`src/sv/lmlt_pkg.sv`:
```
`default_nettype none

package lmlt_pkg;

    // Line timing constants
    localparam logic [9:0] LINE_CYCLES  = 10'd456;
    localparam logic [9:0] OAM_START    = 10'd376;
    localparam logic [9:0] XFER_START   = 10'd204;
    localparam logic [7:0] LAST_VISIBLE = 8'd143;
    localparam logic [7:0] VBLANK_LINE  = 8'd145;
    localparam logic [7:0] WRAP_LINE    = 8'd153;

    // Display modes
    typedef enum logic [1:0] {
        MODE_HBLANK = 2'd0,
        MODE_VBLANK = 2'd1,
        MODE_OAM    = 2'd2,
        MODE_XFER   = 2'd3
    } mode_t;

    // Register indexes
    localparam logic [7:0] REG_LYC_COMPARE = 8'd0;
    localparam logic [7:0] REG_HBLANK_IEN  = 8'd1;
    localparam logic [7:0] REG_OAM_IEN     = 8'd2;
    localparam logic [7:0] REG_LYC_IEN     = 8'd3;

    typedef struct packed {
        logic [7:0] lyc_compare;
        logic       hblank_irq_enable;
        logic       oam_irq_enable;
        logic       lyc_irq_enable;
    } cfg_t;

    typedef struct packed {
        logic [7:0] line_count;
        mode_t      mode_bits;
        logic [9:0] line_countdown;
        logic       coincidence_flag;
    } timing_state_t;

    typedef struct packed {
        mode_t      lcd_mode;
        logic [7:0] line_number;
        logic       coincidence;
        logic       vblank_request;
        logic       status_request;
        logic       render_valid;
        logic [7:0] render_line;
        logic       frame_done;
    } result_t;

endpackage

`default_nettype wire

```
`src/sv/lmlt_cfg.sv`:
```
`default_nettype none

module lmlt_cfg (
    input  wire logic              clk,
    input  wire logic              rst_n,
    input  wire logic              wr_en,
    input  wire logic [7:0]        wr_index,
    input  wire logic [7:0]        wr_data,
    output lmlt_pkg::cfg_t         cfg
);

    lmlt_pkg::cfg_t cfg_reg;
    lmlt_pkg::cfg_t cfg_next;

    // Decode the register index; drop writes to unknown indexes
    always_comb
    begin
        cfg_next = cfg_reg;
        if (wr_en)
        begin
            unique case (wr_index)
                lmlt_pkg::REG_LYC_COMPARE: cfg_next.lyc_compare       = wr_data;
                lmlt_pkg::REG_HBLANK_IEN:  cfg_next.hblank_irq_enable = wr_data[0];
                lmlt_pkg::REG_OAM_IEN:     cfg_next.oam_irq_enable    = wr_data[0];
                lmlt_pkg::REG_LYC_IEN:     cfg_next.lyc_irq_enable    = wr_data[0];
                default:                   cfg_next = cfg_reg;
            endcase
        end
    end

    always_ff @(posedge clk or negedge rst_n)
    begin
        if (!rst_n)
        begin
            cfg_reg <= '0;
        end
        else
        begin
            cfg_reg <= cfg_next;
        end
    end

    assign cfg = cfg_reg;

endmodule

`default_nettype wire

```
`src/sv/lmlt_step.sv`:
```
`default_nettype none

module lmlt_step (
    input  wire lmlt_pkg::timing_state_t cur,
    input  wire lmlt_pkg::cfg_t          cfg,
    input  wire logic [7:0]              cycles,
    output lmlt_pkg::timing_state_t      nxt,
    output lmlt_pkg::result_t            res
);

    always_comb
    begin
        logic [9:0]      cd;
        logic [7:0]      line_inc;
        logic            enabled;
        lmlt_pkg::mode_t mode;

        nxt = cur;
        res = '0;

        // Count down, saturating at zero
        if (cur.line_countdown > {2'b00, cycles})
        begin
            cd = cur.line_countdown - {2'b00, cycles};
        end
        else
        begin
            cd = '0;
        end
        nxt.line_countdown = cd;

        // Pick the mode from the countdown; request on entry when enabled
        enabled = 1'b0;
        if (cur.line_count > lmlt_pkg::LAST_VISIBLE)
        begin
            mode = lmlt_pkg::MODE_VBLANK;
        end
        else
        begin
            if (cd >= lmlt_pkg::OAM_START)
            begin
                mode    = lmlt_pkg::MODE_OAM;
                enabled = cfg.oam_irq_enable;
            end
            else if (cd >= lmlt_pkg::XFER_START)
            begin
                mode = lmlt_pkg::MODE_XFER;
            end
            else
            begin
                mode    = lmlt_pkg::MODE_HBLANK;
                enabled = cfg.hblank_irq_enable;
            end
            res.status_request = enabled && (cur.mode_bits != mode);
        end
        nxt.mode_bits = mode;

        // Reload at line end and advance the line
        line_inc = cur.line_count + 8'd1;
        if (cd == '0)
        begin
            nxt.line_countdown = lmlt_pkg::LINE_CYCLES;
            nxt.line_count     = line_inc;
            if (line_inc == lmlt_pkg::VBLANK_LINE)
            begin
                res.vblank_request = 1'b1;
                nxt.mode_bits      = lmlt_pkg::MODE_VBLANK;
            end
            else
            begin
                if (line_inc < lmlt_pkg::VBLANK_LINE)
                begin
                    res.render_valid = 1'b1;
                    res.render_line  = cur.line_count;
                end
                if (line_inc == lmlt_pkg::WRAP_LINE)
                begin
                    res.frame_done = 1'b1;
                    nxt.line_count = '0;
                end
            end
        end

        // Coincidence check, skipped on the step that reaches vblank
        if (!res.vblank_request)
        begin
            nxt.coincidence_flag = (cfg.lyc_compare == nxt.line_count);
            if (nxt.coincidence_flag && cfg.lyc_irq_enable)
            begin
                res.status_request = 1'b1;
            end
        end

        res.lcd_mode    = nxt.mode_bits;
        res.line_number = nxt.line_count;
        res.coincidence = nxt.coincidence_flag;
    end

endmodule

`default_nettype wire

```
`src/sv/lcd_mode_line_timing.sv`:
```
`default_nettype none

// LCD mode and line timing sequencer. Each input word carries the machine
// cycles elapsed since the previous word; the block counts them off a line
// countdown reloaded to 456 and returns one result word per input word with
// the display mode, line counter, coincidence flag and the vblank, status,
// render and end-of-frame strobes raised by that step. An input word is
// registered, stepped through one stage of compare-and-count logic and held
// in an output register. A word enters on every clock and the throughput
// is one word per cycle while the output register is free or drains;
// otherwise the input register holds its word and the input stalls.
// Configuration writes (index 0 compare line, 1 hblank enable, 2 OAM
// enable, 3 compare enable) are always ready and are meant for when no
// word is in flight.
module lcd_mode_line_timing (
    input  wire logic       clk,
    input  wire logic       rst_n,

    input  wire logic       cfg_valid,
    output logic            cfg_ready,
    input  wire logic [7:0] cfg_index,
    input  wire logic [7:0] cfg_data,

    input  wire logic       in_valid,
    output logic            in_ready,
    input  wire logic [7:0] cycles_elapsed,

    output logic            out_valid,
    input  wire logic       out_ready,
    output logic [1:0]      lcd_mode,
    output logic [7:0]      line_number,
    output logic            coincidence,
    output logic            vblank_request,
    output logic            status_request,
    output logic            render_valid,
    output logic [7:0]      render_line,
    output logic            frame_done
);

    lmlt_pkg::cfg_t          cfg;
    lmlt_pkg::timing_state_t state_reg;
    lmlt_pkg::timing_state_t state_next;
    lmlt_pkg::result_t       res_next;
    lmlt_pkg::result_t       res_reg;

    logic       in_valid_reg;
    logic [7:0] cycles_reg;
    logic       out_valid_reg;
    logic       advance;

    // Configuration registers
    assign cfg_ready = 1'b1;

    lmlt_cfg u_cfg (
        .clk      (clk),
        .rst_n    (rst_n),
        .wr_en    (cfg_valid),
        .wr_index (cfg_index),
        .wr_data  (cfg_data),
        .cfg      (cfg)
    );

    // Step logic
    lmlt_step u_step (
        .cur    (state_reg),
        .cfg    (cfg),
        .cycles (cycles_reg),
        .nxt    (state_next),
        .res    (res_next)
    );

    // Handshake: move a word on when the result register is free or drains
    assign advance  = in_valid_reg && (!out_valid_reg || out_ready);
    assign in_ready = !in_valid_reg || advance;

    // Hold control and timing state
    always_ff @(posedge clk or negedge rst_n)
    begin
        if (!rst_n)
        begin
            in_valid_reg  <= 1'b0;
            out_valid_reg <= 1'b0;
            state_reg     <= '{line_count:       '0,
                               mode_bits:        lmlt_pkg::MODE_HBLANK,
                               line_countdown:   lmlt_pkg::LINE_CYCLES,
                               coincidence_flag: 1'b0};
        end
        else
        begin
            if (in_ready)
            begin
                in_valid_reg <= in_valid;
            end
            if (advance)
            begin
                out_valid_reg <= 1'b1;
                state_reg     <= state_next;
            end
            else if (out_ready)
            begin
                out_valid_reg <= 1'b0;
            end
        end
    end

    // Payload registers
    always_ff @(posedge clk)
    begin
        if (in_valid && in_ready)
        begin
            cycles_reg <= cycles_elapsed;
        end
        if (advance)
        begin
            res_reg <= res_next;
        end
    end

    assign out_valid      = out_valid_reg;
    assign lcd_mode       = res_reg.lcd_mode;
    assign line_number    = res_reg.line_number;
    assign coincidence    = res_reg.coincidence;
    assign vblank_request = res_reg.vblank_request;
    assign status_request = res_reg.status_request;
    assign render_valid   = res_reg.render_valid;
    assign render_line    = res_reg.render_line;
    assign frame_done     = res_reg.frame_done;

    // Countdown always sits in 1..456 between words
    a_countdown_range: assert property (@(posedge clk) disable iff (!rst_n)
        (state_reg.line_countdown != '0) &&
        (state_reg.line_countdown <= lmlt_pkg::LINE_CYCLES))
        else $error("line countdown out of range");

    // End of frame leaves the line counter at zero
    a_frame_wrap: assert property (@(posedge clk) disable iff (!rst_n)
        (out_valid && res_reg.frame_done) |-> (res_reg.line_number == '0))
        else $error("frame end without line wrap");

    // Vblank entry lands on line 145 in vblank mode
    a_vblank_entry: assert property (@(posedge clk) disable iff (!rst_n)
        (out_valid && res_reg.vblank_request) |->
        ((res_reg.line_number == lmlt_pkg::VBLANK_LINE) &&
         (res_reg.lcd_mode == lmlt_pkg::MODE_VBLANK)))
        else $error("vblank request off line 145");

    // A render strobe names a visible line just finished
    a_render_line: assert property (@(posedge clk) disable iff (!rst_n)
        (out_valid && res_reg.render_valid) |->
        ((res_reg.render_line <= lmlt_pkg::LAST_VISIBLE) &&
         (res_reg.frame_done == 1'b0)))
        else $error("render strobe on a hidden line");

    // A stepped word changes the state only when it advances
    a_state_hold: assert property (@(posedge clk) disable iff (!rst_n)
        !advance |=> $stable(state_reg))
        else $error("timing state moved without a word");

endmodule

`default_nettype wire

```
`config.mk`:
```
export PLATFORM = sky130hd
export DESIGN_NAME = lcd_mode_line_timing
export DESIGN_NICKNAME = d
export VERILOG_FILES = /design/src/sv/lmlt_pkg.sv /design/src/sv/lmlt_cfg.sv /design/src/sv/lmlt_step.sv /design/src/sv/lcd_mode_line_timing.sv
export SDC_FILE = /design/constraint.sdc
export NUM_CORES = 1
export LEC_CHECK = 0
export ABC_AREA = 1
export BUFFER_PORTS_ARGS = -buffer_cell sky130_fd_sc_hd__buf_2
export CORE_ASPECT_RATIO = 1.4
export CORE_MARGIN = 2
export CORE_UTILIZATION = 45
export CTS_BUF_LIST = sky130_fd_sc_hd__clkbuf_8
export CTS_CLUSTER_SIZE = 30
export DETAILED_ROUTE_END_ITERATION = 8
export HOLD_SLACK_MARGIN = 0.05
export PLACE_DENSITY = 0.66
export SLEW_MARGIN = 0
export SYNTH_ARGS = -nofsm -noshare
export SYNTH_HDL_FRONTEND = slang
export SYNTH_SLANG_ARGS = --single-unit
```
`constraint.sdc`:
```
create_clock -name clk -period 5.7 [get_ports clk]
set_input_delay 0.285 -clock clk [delete_from_list [all_inputs] [get_ports clk]]
set_output_delay 0.285 -clock clk [all_outputs]
set_load 0.01 [all_outputs]
```
==> summary.md <==
| Metric | Value |
|---|---|
| Outcome | finished clean |
| Worst setup path endpoint | status_request |
| Syn Area/Cell | 7.975 um2 |
| Netlist cell types | 41 |
| Ys async rst share | 52.31% |
| NumNets Final | 566 |
| Main synth FF type | edfxtp_1 |
| Worst-margin pin slew | 0.7843 ns |
| Max cap viols | 0 |
| Final Slew Violations | 0 |
| Longest Clk Path Bufs | 2 |
| Final worst path period share | 54.39% |
| H-Tree Depth | 3 |
| DR iter-0 viols | 184 |
| CP Launch Type | flip-flop |
| FF-to-FF Start | state_reg[1] |
| Mapped Area | 0.003732 mm2 |
| Endpoints failing setup | 0 |
| Routed WL | 8258 um |
| Relative slew slack | 47.71% |
| Worst path cell trace | inv_1 > ha_1 > inv_1 > fa_1 > nand2_1 > nand2_1 > nand3_2 > nand2_2 > nand2_2 > nand2_4 > nand2_1 > nand3_2 > nor2_4 > nand3_1 > nand2_1 > nand2_1 > a21oi_2 > nand3_1 > nor2_2 > nand3_1 > nand2_1 |
| Setup TNS | 0 ns |
| Post-CTS Setup Bufs | 0 |
| Largest register FFs | 21 |
| N_diodes | 0 |
| DP Wirelength | 6382 um |
| Hold Fails Final Rpt | 0 |
| PostCTS Resize Cnt | 0 |
| Number of global-route vias before repair | 3129 |
| CP peak stage delay | 0.40 ns |
| # port buffers | 53 |
| Most common cell in the netlist | nand2_1 |
| Max Freq | 0.3226 GHz |
| Critical Path Slowest Stage Cell | fa_1 |
| Gr ovfl total | 0 |
| Avg WL per Cell | 13.05 um |
| Core area | 0.008100 mm2 |
| Largest net degree at the start of global routing | 47 |
| Post-synth EDFFs | 31 |
| GPL Wtd Cong | 0.9167 |
| Die W | 80.97 um |
| IO Count | 55 |
| Tmin final | 3.100 ns |
| R2R Path End | status_request |
| Crit path kind | reg -> reg |
| CP required | 5.92 ns |
| Most frequent CP cell | nand2_1 |
| CP max FO | 14 |
| Die area | 0.009049 mm2 |
| PwrDens | 480.5 mW/mm2 |
| Util after Layout | 52.80% |
| Routed Antenna Nets | 0 |
| Clk_lat worst skew | 0.36 ns |
| CTS sink count | 65 |
| Worst r2r path cells | 21 |
| R2R setup slack | 2.60 ns |
| DRC viols | 0 |
| Via-per-instance ratio | 5.033 |
| Worst min-delay path category | in -> reg |
| CTS buffer count | 9 |
| Unrepaired setup endpoints after global routing | no |
| Row cnt | 39 |
| Leak pwr | 0.002205 uW |
| Yosys warns | 0 |
| 1st-pass router iterations | 4 |
| Via count | 3186 |
| CTS clk-pin slew, worst paths | 0.08 ns |
| Initial antenna violation count | 0 |
| Synthesized instance count | 468 |
| Leading area contributor after synthesis | edfxtp_1 |
| Layout area overhead | 14.58% |
| Syn Nets | 508 |
| GRT Overall Usage | 20.01% |
| Fin Clk Skew | 0.01202 ns |
| Initial Util | 46.08% |
| Post-synthesis sequential area ratio | 47.87% |
| Crit path launch | state_reg[1] |
| Top post-synthesis cells by area | edfxtp_1 25%, dfrtp_1 20%, nand2_1 14%, inv_1 7.1%, nand3_1 5.8% |
| Synth top area share | 24.94% |
| Worst path arrival time | 3.32 ns |
| #FFs+latches synth | 65 |
| TritonCTS clock tree | done |
| Maximum VDD drop | 0.2327 mV |
| Root Driver | clkbuf_8 |
| Die Ht | 111.8 um |
| First-pass GRT wire length | 13840 um |
| Layout cell share with drive strength beyond 1 | 17.89% |
| Crit. End Element | flip-flop |
| Most frequent cells after synthesis | 138 x nand2_1, 71 x inv_1, 43 x nand3_1, 42 x nor2_1, 31 x edfxtp_1 |
[metrics by stage]
| stage | power (uW) | instances | area [um2] | setup WS [ns] | hold slack, ns |
|---|---|---|---|---|---|
| 4_1_cts | 2070 | 633 | 4277 | 2.574 | 0.07595 |
| 3_3_place_gp | 1663 | 616 | 4081 | 2.665 | 0.4148 |
| 3_5_place_dp | 1683 | 616 | 4081 | 2.596 | 0.4211 |
| 6_report | 2055 | 633 | 4277 | 2.600 | 0.09701 |
| 2_1_floorplan | 1444 | 468 | 3732 | 2.971 | -0.01059 |
| 5_1_grt | 2233 | 633 | 4277 | 2.262 | 0.08875 |
[kinds of logic after synthesis]
group | Yosys count | synth area share (%)
simple gates | 259 | 31.31
buf+inv | 81 | 8.783
flops | 65 | 47.87
compound gates | 44 | 6.336
fa+ha+maj | 11 | 3.889
xor+xnor | 6 | 1.408
other cells | 1 | 0.1005
mux | 1 | 0.3017
[power by group]
part           switching (uW)  internal [uW]  total (uW)
clock network             184            197         381
logic                     668            310         978
registers                66.6            629         696
total                     918           1140        2050
[layout by cell type, fill, tap and decap left out, types with 2 or more instances in the layout]
cell / Yosys / routed
nand2_1: 138 / 138
inv_1: 71 / 71
buf_2: 2 / 53
nand3_1: 43 / 43
nor2_1: 42 / 42
edfxtp_1: 31 / 31
dfrtp_1: 30 / 30
o21ai_0: 21 / 21
a21oi_1: 16 / 16
ha_1: 10 / 10
clkbuf_8: 0 / 9
xor2_1: 6 / 6
nand3b_1: 6 / 6
nand2_2: 5 / 5
nand3_2: 4 / 4
nand4_1: 4 / 4
nor3_1: 4 / 4
clkinv_2: 0 / 4
dfstp_2: 4 / 4
nor2_2: 3 / 3
a21oi_2: 2 / 2
nor2_4: 2 / 2
[worst min-delay path by stage]
stage / endpoint / slack, ns / cells after the start / from
detailed placement: state_reg[20] / 0.42 / 1 / rst_n
global placement: state_reg[20] / 0.41 / 1 / rst_n
floorplan: in_valid_reg / -0.01 / 0 / rst_n
global route: cycles_reg[4] / 0.09 / 1 / cycles_elapsed[4]
CTS: cycles_reg[4] / 0.08 / 1 / cycles_elapsed[4]
finish: cycles_reg[3] / 0.1 / 1 / cycles_elapsed[3]
[timing repair]
item / CTS / global route
endpoints found under the hold margin: 30 / 0
endpoints found under the setup margin: 0 / 0
hold buffers: 1 / 0
[final cells by class]
cell class / instances / area (um2)
Fill cell: 801 / 3824
Inverter: 73 / 276.5
Clock inverter: 7 / 61.31
Clock buffer: 9 / 123.9
Timing Repair Buffer: 55 / 282.8
Sequential cell: 65 / 1787
Tap cell: 102 / 127.6
Multi-Input combinational cell: 322 / 1618
[worst max-delay path, delay by kind of cell, from the launching register on]
kind                       cells  cell delay, ns
buffers and inverters          2            0.15
adders and majority gates      2            0.54
AOI/OAI and AO/OA              1            0.13
DFF                            1            0.36
and+or+nand+nor               16            1.80
[layer usage]
layer | vias up | global-route usage, % | routed length (um)
li1 | 1617 | - | -
met3 | 20 | 4.376 | 329
met5 | - | 0 | 0
met1 | 1473 | 22.09 | 3259
met2 | 76 | 35.81 | 4483
met4 | 0 | 8.814 | 187
Power figures use the tool's default switching activity.
